$ cat config.mk
export PLATFORM = sky130hd
export DESIGN_NAME = collision_pair_event_tracker_core
export DESIGN_NICKNAME = d
export VERILOG_FILES = /design/src/sv/cpet_pkg.sv /design/src/sv/cpet_front.sv /design/src/sv/cpet_queue.sv /design/src/sv/cpet_back.sv /design/src/sv/collision_pair_event_tracker_core.sv
export SDC_FILE = /design/constraint.sdc
export NUM_CORES = 2
export LEC_CHECK = 0
export BUFFER_PORTS_ARGS = -buffer_cell sky130_fd_sc_hd__buf_2
export CELL_PAD_IN_SITES_DETAIL_PLACEMENT = 0
export CELL_PAD_IN_SITES_GLOBAL_PLACEMENT = 2
export CORE_MARGIN = 3
export CORE_UTILIZATION = 46
export DETAILED_ROUTE_END_ITERATION = 16
export PLACE_DENSITY_LB_ADDON = 0.1
export SYNTH_ARGS = -nofsm -noshare
export SYNTH_HDL_FRONTEND = slang
export SYNTH_SLANG_ARGS = --single-unit
export TNS_END_PERCENT = 100
$ cat constraint.sdc
create_clock -name clk -period 24 [get_ports clk]
set_input_delay 3.6 -clock clk [delete_from_list [all_inputs] [get_ports clk]]
set_output_delay 3.6 -clock clk [all_outputs]
set_load 0.01 [all_outputs]
$ cat src/sv/cpet_pkg.sv
// shared types and constants for the collision pair event tracker
// no dependencies; imported by every module of the block except cpet_ram
`default_nettype none

package cpet_pkg;

  localparam int PAIR_COUNT  = 256;
  localparam int IDX_W       = $clog2(PAIR_COUNT);
  localparam int ID_W        = 8;
  localparam int COORD_W     = 24;
  localparam int SIZE_W      = 23;
  localparam int MAG_W       = 24;
  localparam int SQ_W        = 2 * MAG_W;
  localparam int S_DATA_W    = 200;
  localparam int S_USER_W    = 2;
  localparam int M_DATA_W    = 8;
  localparam int M_USER_W    = 3;
  // power of two, pointers wrap naturally
  localparam int QUEUE_DEPTH = 4;
  localparam int QPTR_W      = $clog2(QUEUE_DEPTH);

  typedef enum logic [1:0] {
    EV_NONE  = 2'd0,
    EV_ENTER = 2'd1,
    EV_STAY  = 2'd2,
    EV_EXIT  = 2'd3
  } event_t;

  typedef enum logic [1:0] {
    BK_CLEAR  = 2'd0,
    BK_IDLE   = 2'd1,
    BK_LOOKUP = 2'd2
  } back_state_t;

  typedef struct packed {
    logic [ID_W-1:0] pair;
    logic            hit;
  } cls_t;

  function automatic logic [IDX_W-1:0] slot_of(input logic [ID_W-1:0] id);
    logic [IDX_W+ID_W-1:0] wide;
    wide = {{IDX_W{1'b0}}, id};
    return wide[IDX_W-1:0];
  endfunction

endpackage

`default_nettype wire

$ cat src/sv/cpet_front.sv
// front end: accepts pair words, runs the overlap test in two stages
// depends on cpet_pkg; feeds cpet_queue
`default_nettype none

module cpet_front
  import cpet_pkg::*;
(
  input  wire logic                clk,
  input  wire logic                rst,
  input  wire logic                s_tvalid,
  output logic                     s_tready,
  input  wire logic [S_DATA_W-1:0] s_tdata,
  input  wire logic [S_USER_W-1:0] s_tuser,
  output logic                     q_valid,
  input  wire logic                q_ready,
  output cls_t                     q_item
);

  logic [ID_W-1:0]    pair_id;
  logic [COORD_W-1:0] left_x, left_y, right_x, right_y;
  logic [SIZE_W-1:0]  left_width, left_height, right_width, right_height;

  assign pair_id      = s_tdata[7:0];
  assign left_x       = s_tdata[31:8];
  assign left_y       = s_tdata[55:32];
  assign right_x      = s_tdata[79:56];
  assign right_y      = s_tdata[103:80];
  assign left_width   = s_tdata[126:104];
  assign left_height  = s_tdata[149:127];
  assign right_width  = s_tdata[172:150];
  assign right_height = s_tdata[195:173];

  logic signed [COORD_W:0] dx, dy;
  logic [COORD_W:0]        adx, ady;

  always_comb begin
    dx  = $signed({left_x[COORD_W-1], left_x}) - $signed({right_x[COORD_W-1], right_x});
    dy  = $signed({left_y[COORD_W-1], left_y}) - $signed({right_y[COORD_W-1], right_y});
    adx = dx[COORD_W] ? (COORD_W+1)'(-dx) : dx;
    ady = dy[COORD_W] ? (COORD_W+1)'(-dy) : dy;
  end

  // stage 1 registers
  logic             s1_v;
  logic [ID_W-1:0]  s1_pair;
  logic [MAG_W-1:0] s1_ax, s1_ay, s1_wsum, s1_hsum;
  logic             s1_rect, s1_circ;

  // stage 2 registers
  logic             s2_v;
  logic [ID_W-1:0]  s2_pair;
  logic [SQ_W-1:0]  s2_sqx, s2_sqy, s2_sqs;
  logic             s2_rect_hit, s2_rect, s2_circ;

  logic s2_load, s1_adv;

  assign q_valid  = s2_v;
  assign s2_load  = !s2_v || q_ready;
  assign s1_adv   = s1_v && s2_load;
  assign s_tready = !s1_v || s1_adv;

  always_ff @(posedge clk) begin
    if (rst) begin
      s1_v <= 1'b0;
    end else if (s_tready) begin
      s1_v <= s_tvalid;
    end
  end

  always_ff @(posedge clk) begin
    if (s_tready) begin
      s1_pair <= pair_id;
      s1_ax   <= adx[MAG_W-1:0];
      s1_ay   <= ady[MAG_W-1:0];
      s1_wsum <= {1'b0, left_width} + {1'b0, right_width};
      s1_hsum <= {1'b0, left_height} + {1'b0, right_height};
      s1_rect <= !s_tuser[0] && !s_tuser[1];
      s1_circ <= s_tuser[0] && s_tuser[1];
    end
  end

  always_ff @(posedge clk) begin
    if (rst) begin
      s2_v <= 1'b0;
    end else if (s2_load) begin
      s2_v <= s1_v;
    end
  end

  always_ff @(posedge clk) begin
    if (s2_load) begin
      s2_pair     <= s1_pair;
      s2_sqx      <= s1_ax * s1_ax;
      s2_sqy      <= s1_ay * s1_ay;
      s2_sqs      <= s1_hsum * s1_hsum;
      s2_rect_hit <= ({s1_ax, 1'b0} <= {1'b0, s1_wsum}) &&
                     ({s1_ay, 1'b0} <= {1'b0, s1_hsum});
      s2_rect     <= s1_rect;
      s2_circ     <= s1_circ;
    end
  end

  // circles: 4(dx^2 + dy^2) < (hl + hr)^2
  logic [SQ_W:0]   dist_sum;
  logic [SQ_W+2:0] dist4;
  logic            circ_hit;

  always_comb begin
    dist_sum    = {1'b0, s2_sqx} + {1'b0, s2_sqy};
    dist4       = {dist_sum, 2'b00};
    circ_hit    = dist4 < {3'b000, s2_sqs};
    q_item.pair = s2_pair;
    q_item.hit  = (s2_rect && s2_rect_hit) || (s2_circ && circ_hit);
  end

endmodule

`default_nettype wire

$ cat src/sv/cpet_queue.sv
// short fifo of classified pair words between front and back end
// depends on cpet_pkg
`default_nettype none

module cpet_queue
  import cpet_pkg::*;
(
  input  wire logic clk,
  input  wire logic rst,
  input  wire logic in_valid,
  output logic      in_ready,
  input  wire cls_t in_item,
  output logic      out_valid,
  input  wire logic out_ready,
  output cls_t      out_item
);

  cls_t              entries [QUEUE_DEPTH];
  logic [QPTR_W-1:0] wr_ptr, rd_ptr;
  logic [QPTR_W:0]   count;
  logic              push, pop;

  assign in_ready  = count != (QPTR_W+1)'(QUEUE_DEPTH);
  assign out_valid = count != '0;
  assign out_item  = entries[rd_ptr];
  assign push      = in_valid && in_ready;
  assign pop       = out_valid && out_ready;

  always_ff @(posedge clk) begin
    if (rst) begin
      wr_ptr <= '0;
      rd_ptr <= '0;
      count  <= '0;
    end else begin
      if (push) begin
        wr_ptr <= wr_ptr + 1'b1;
      end
      if (pop) begin
        rd_ptr <= rd_ptr + 1'b1;
      end
      if (push && !pop) begin
        count <= count + 1'b1;
      end else if (pop && !push) begin
        count <= count - 1'b1;
      end
    end
  end

  always_ff @(posedge clk) begin
    if (push) begin
      entries[wr_ptr] <= in_item;
    end
  end

endmodule

`default_nettype wire

$ cat src/sv/cpet_back.sv
// back end: per-pair activity ram, event decode and output register
// depends on cpet_pkg; fed by cpet_queue; also holds the generic ram module
`default_nettype none

module cpet_back
  import cpet_pkg::*;
(
  input  wire logic                clk,
  input  wire logic                rst,
  input  wire logic                q_valid,
  output logic                     q_ready,
  input  wire cls_t                q_item,
  output logic                     m_tvalid,
  input  wire logic                m_tready,
  output logic [M_DATA_W-1:0]      m_tdata,
  output logic [M_USER_W-1:0]      m_tuser
);

  back_state_t           state, state_next;
  logic [IDX_W-1:0]      clr_addr;
  cls_t                  cur;
  logic                  pop;
  logic                  load_out;
  logic                  ram_we;
  logic [IDX_W-1:0]      ram_waddr;
  logic                  ram_wdata;
  logic [IDX_W-1:0]      ram_raddr;
  logic                  was_active;
  event_t                ev;

  logic                  out_hit;
  event_t                out_ev;
  logic [ID_W-1:0]       out_pair;

  cpet_ram #(
    .WIDTH (1),
    .DEPTH (PAIR_COUNT)
  ) u_active (
    .clk   (clk),
    .we    (ram_we),
    .waddr (ram_waddr),
    .wdata (ram_wdata),
    .raddr (ram_raddr),
    .rdata (was_active)
  );

  assign pop = q_valid && q_ready;

  always_comb begin
    state_next = state;
    q_ready    = 1'b0;
    load_out   = 1'b0;
    ram_we     = 1'b0;
    ram_waddr  = clr_addr;
    ram_wdata  = 1'b0;
    ram_raddr  = slot_of(cur.pair);
    case (state)
      BK_CLEAR: begin
        ram_we = 1'b1;
        if (clr_addr == IDX_W'(PAIR_COUNT - 1)) begin
          state_next = BK_IDLE;
        end
      end
      BK_IDLE: begin
        q_ready   = 1'b1;
        ram_raddr = slot_of(q_item.pair);
        if (q_valid) begin
          state_next = BK_LOOKUP;
        end
      end
      BK_LOOKUP: begin
        if (!m_tvalid || m_tready) begin
          load_out   = 1'b1;
          ram_we     = 1'b1;
          ram_waddr  = slot_of(cur.pair);
          ram_wdata  = cur.hit;
          state_next = BK_IDLE;
        end
      end
      default: begin
        state_next = BK_CLEAR;
      end
    endcase
  end

  always_comb begin
    case ({cur.hit, was_active})
      2'b10:   ev = EV_ENTER;
      2'b11:   ev = EV_STAY;
      2'b01:   ev = EV_EXIT;
      default: ev = EV_NONE;
    endcase
  end

  always_ff @(posedge clk) begin
    if (rst) begin
      state <= BK_CLEAR;
    end else begin
      state <= state_next;
    end
  end

  always_ff @(posedge clk) begin
    if (rst) begin
      clr_addr <= '0;
      m_tvalid <= 1'b0;
    end else begin
      if (state == BK_CLEAR) begin
        clr_addr <= clr_addr + 1'b1;
      end
      if (load_out) begin
        m_tvalid <= 1'b1;
      end else if (m_tready) begin
        m_tvalid <= 1'b0;
      end
    end
  end

  always_ff @(posedge clk) begin
    if (pop) begin
      cur <= q_item;
    end
    if (load_out) begin
      out_hit  <= cur.hit;
      out_ev   <= ev;
      out_pair <= cur.pair;
    end
  end

  assign m_tdata = out_pair;
  assign m_tuser = {out_ev, out_hit};

endmodule

// generic simple dual-port ram, registered read
module cpet_ram #(
  parameter int WIDTH = 1,
  parameter int DEPTH = 256
) (
  input  wire logic                     clk,
  input  wire logic                     we,
  input  wire logic [$clog2(DEPTH)-1:0] waddr,
  input  wire logic [WIDTH-1:0]         wdata,
  input  wire logic [$clog2(DEPTH)-1:0] raddr,
  output logic      [WIDTH-1:0]         rdata
);

  logic [WIDTH-1:0] mem [DEPTH];

  always_ff @(posedge clk) begin
    if (we) begin
      mem[waddr] <= wdata;
    end
    rdata <= mem[raddr];
  end

endmodule

`default_nettype wire

$ cat src/sv/collision_pair_event_tracker_core.sv
// top level of the collision pair event tracker
// depends on cpet_pkg, cpet_front, cpet_queue and cpet_back
`default_nettype none

// Takes collider pair words and returns one event word for each, in order.
// Two rectangles hit when 2|dx| <= wl+wr and 2|dy| <= hl+hr, two circles
// (height is the diameter) when 4(dx^2+dy^2) < (hl+hr)^2, mixed pairs never
// hit. A per-pair activity bit, held in a 256-entry ram, turns the hit into
// none, enter, stay or exit. After reset the back end clears the activity
// ram; meanwhile the front end takes up to six words (two test stages and
// the four-word queue) and then holds s_tready low. The back end takes one
// word at a time: in its idle state it pops a word and reads its activity
// bit from the registered ram; in its lookup state, once the output register
// is free, it decodes the event, writes the bit back and loads the output
// register. From input accept to output valid a word passes the two test
// stages, the queue and the back end lookup. The queue lets the test
// pipeline keep running for a few words while the output side stalls.

module collision_pair_event_tracker_core
  import cpet_pkg::*;
(
  input  wire logic                clk,
  input  wire logic                rst,
  input  wire logic                s_tvalid,
  output logic                     s_tready,
  // pair_id, left_x, left_y, right_x, right_y, left_width, left_height,
  // right_width, right_height, zero pad
  input  wire logic [S_DATA_W-1:0] s_tdata,
  // left_is_circle, right_is_circle
  input  wire logic [S_USER_W-1:0] s_tuser,
  output logic                     m_tvalid,
  input  wire logic                m_tready,
  // pair_out
  output logic [M_DATA_W-1:0]      m_tdata,
  // hit, event_res
  output logic [M_USER_W-1:0]      m_tuser
);

  logic fq_valid, fq_ready, qb_valid, qb_ready;
  cls_t fq_item, qb_item;

  cpet_front u_front (
    .clk      (clk),
    .rst      (rst),
    .s_tvalid (s_tvalid),
    .s_tready (s_tready),
    .s_tdata  (s_tdata),
    .s_tuser  (s_tuser),
    .q_valid  (fq_valid),
    .q_ready  (fq_ready),
    .q_item   (fq_item)
  );

  cpet_queue u_queue (
    .clk       (clk),
    .rst       (rst),
    .in_valid  (fq_valid),
    .in_ready  (fq_ready),
    .in_item   (fq_item),
    .out_valid (qb_valid),
    .out_ready (qb_ready),
    .out_item  (qb_item)
  );

  cpet_back u_back (
    .clk      (clk),
    .rst      (rst),
    .q_valid  (qb_valid),
    .q_ready  (qb_ready),
    .q_item   (qb_item),
    .m_tvalid (m_tvalid),
    .m_tready (m_tready),
    .m_tdata  (m_tdata),
    .m_tuser  (m_tuser)
  );

endmodule

`default_nettype wire

==> flow_summary_export.csv <==
group,metric,value,unit
run_status,status,"completed",
yosys,netlist_instances,8267,
floorplan,die_x,423,um
critical_path,cp_top_family,"adder cells",
route,vias,55381,
placement,place_hpwl,155,mm
route,ant_nets,0,
timing,relSlewSlack,21.6,%
route,detail_route.wl_per_cell,18.9,um
placement,place.gp.congestion,0.847,
final_layout,fin_util,50.1,%
timing,finalClockSkew,40.5,ps
route,drtIter0Drc,3013,
clock_network,cts_buffers,72,
floorplan,initial_core_util,46.5,%
critical_path,worstPathBufferInverterCount,7,
floorplan,die-area,179000,um^2
flow_run,cap_violations,0,
critical_path,crit_arrival,9760,ps
final_layout,area_growth,7.76,%
route,drc,0,
yosys,synth_area_leaders,"fa_1 32%, edfxtp_1 21%, ha_1 12%, inv_1 9.3%, nand2_1 3.5%",
yosys,syn_nets,10512,
global_routing,grt_max_degree,133,
placement,dp_worst_setup_slack,14730,ps
yosys,synth_enable_flop_cells,570,
yosys,synth_area,80200,um^2
clock_network,clkLatencyLatePin,690,ps
yosys,yosysTopAreaCell,"fa_1",
yosys,synthDistinctLibCells,90,
clock_network,clk_path_buf_depth,3,
route,viasPerCell,5.14,
yosys,synth_ff_type,"edfxtp_1",
final_layout,nets,10655,
route,finalWirelength,204,mm
critical_path,crit_path_max_fanout,15,
floorplan,die-height,423,um
yosys,synth-async-reset-ratio,0,%
critical_path,critical_path_class,"flop to flop",
critical_path,crit_path_max_incr_delay,830,ps
floorplan,rows,152,
global_routing,grtUsageTotal,23.4,%
critical_path,reg2reg_slack,14610,ps
critical_path,cp-end-kind,"flop",
clock_network,cts_tree,"built",
final_layout,n_antenna_cell,0,
yosys,ys_ff_latch,593,
timing,fin_ws,14610,ps
clock_network,cts_setup_buffers,0,
placement,io_buffers,214,
yosys,yosysSeqAreaShare,21.9,%
clock_network,cts_hold_buf,0,
final_layout,drive_above_1_share,5.60,%
floorplan,design.core.area,172000,um^2
global_routing,antenna_found_initial,3,
global_routing,grt_pass1_wl,331,mm
timing,fmax,0.107,GHz
global_routing,grt-ovfl-total,0,
timing,finalSetupTns,0,ps
timing,rsz0062_at_grt,"false",
timing,hold_ws,422,ps
final_layout,fillers,16375,
yosys,yosys_warnings,0,
hold_path,hp-class,"flop to flop",
timing,slew_violations,0,
clock_network,cts.sinks,593,
critical_path,critical_path_required,24370,ps
critical_path,slowest_stage,"edfxtp_1",
clock_network,cts_htree_levels,3,
yosys,syn_area_per_cell,9.70,um^2
clock_network,cts-root-buf,"clkbuf_16",
yosys,synth_top_area_share,31.8,%
critical_path,startpoint_type,"flop",
clock_network,ctsResizeCount,0,
timing,finalHoldViolCount,0,
floorplan,top_level_ports,219,
timing,setup_viol,0,
global_routing,grt_pass1_vias,59281,
timing,period_share,39.1,%
timing,final.min_clock_period,9390,ps
timing,worstMarginPinSlew,1170,ps
clock_network,clk_transition_reported_paths,60,ps
route,dr.pass1.iters,6,
==> worst paths after layout <==
path / from / end / cells past startpoint
worst min-delay path: u_front.s1_pair[5] / u_front.s2_pair[5] / 0
worst min register to register: u_front.s1_pair[5] / u_front.s2_pair[5] / 0
worst max register to register: u_front.s1_hsum[14] / u_front.s2_sqs[42] / 26
worst max-delay path: u_front.s1_hsum[14] / u_front.s2_sqs[42] / 26
==> kinds of logic (layout without fill, tap and decap cells) <==
family,Yosys count,in the layout,synth area share (%)
buf+inv,2239,2440,10.5
fa+ha+maj,2039,2039,43.7
flops,593,593,21.9
compound gates,899,899,7.30
xor+xnor,308,308,3.36
simple gates,2098,2098,11.9
mux,91,91,1.29
==> registers in the layout, summed over array words and instances, names as in the netlist, 9 cells and up, named ones only <==
name / count
u_back.cur: 9
u_back.u_active.mem: 256
u_front.s1_ax: 24
u_front.s1_ay: 24
u_front.s1_hsum: 24
u_front.s1_wsum: 24
u_front.s2_sqs: 47
u_front.s2_sqx: 47
u_front.s2_sqy: 47
u_queue.entries: 36
==> layout make-up <==
| cell class | instances | area [um^2] | area share (%) |
|---|---|---|---|
| repair buffers | 308 | 1780 | 2.06 |
| inverters | 2000 | 7510 | 8.69 |
| multi-input cells | 5435 | 54300 | 62.8 |
| flip-flops and latches | 593 | 17600 | 20.3 |
| clock buffers | 87 | 1860 | 2.15 |
| clock inverters | 45 | 536 | 0.620 |
| well taps | 2310 | 2890 | 3.35 |
==> cell usage after synthesis (11+ instances only) <==
library cell	count
a211oi_1	21
a21o_1	128
a21oi_1	282
a221oi_1	46
a31oi_1	45
and2_1	246
and3_1	47
buf_1	13
buf_2	11
clkbuf_1	213
dfxtp_1	23
edfxtp_1	570
fa_1	1272
ha_1	767
inv_1	1989
mux2i_1	75
nand2_1	751
nand2b_1	45
nand3_1	86
nand3b_1	15
nand4_1	40
nor2_1	644
nor2b_1	60
nor3_1	71
nor4_1	23
o211ai_1	11
o21a_1	62
o21ai_0	141
o21bai_1	29
o22ai_1	16
o31ai_1	11
or2_2	11
or3_1	32
xnor2_1	194
xor2_1	114
==> per-layer routing <==
metal / global-route usage (%) / part of all wire (%)
met1: 32.0 / 45
met2: 40.7 / 50
met3: 2.26 / 3.9
met4: 4.59 / 2.0
met5: 0 / 0.0064
==> cell usage in the layout (no fill, tap or decap), types with 15 or more instances in the layout <==
cell	Yosys	routed
and3_1	47	47
nor4_1	23	23
o21a_1	62	62
nand3_1	86	86
nand2b_1	45	45
inv_1	1989	1988
xor2_1	114	114
o21bai_1	29	29
buf_4	2	94
a21o_1	128	128
fa_1	1272	1272
dfxtp_1	23	23
o22ai_1	16	16
nor3_1	71	71
o21ai_0	141	141
nor2b_1	60	60
a221oi_1	46	46
nand2_1	751	750
clkinv_1	6	25
clkbuf_1	213	15
ha_1	767	767
edfxtp_1	570	570
nor2_1	644	643
xnor2_1	194	194
a31oi_1	45	45
and2_1	246	246
clkbuf_16	0	72
buf_2	11	214
mux2i_1	75	74
a21oi_1	282	282
or3_1	32	32
nand4_1	40	40
a211oi_1	21	21
nand3b_1	15	15
==> per-stage QoR <==
step | std cells | area, um^2
after floorplan | 8267 | 80200
after global placement | 10646 | 84000
final | 10778 | 86400
after detailed placement | 10646 | 84000
after CTS | 10778 | 86400
after global routing | 10778 | 86400
Power is not shown: default switching activity piles up to over one toggle a cycle in this logic, so the estimate is an artifact.
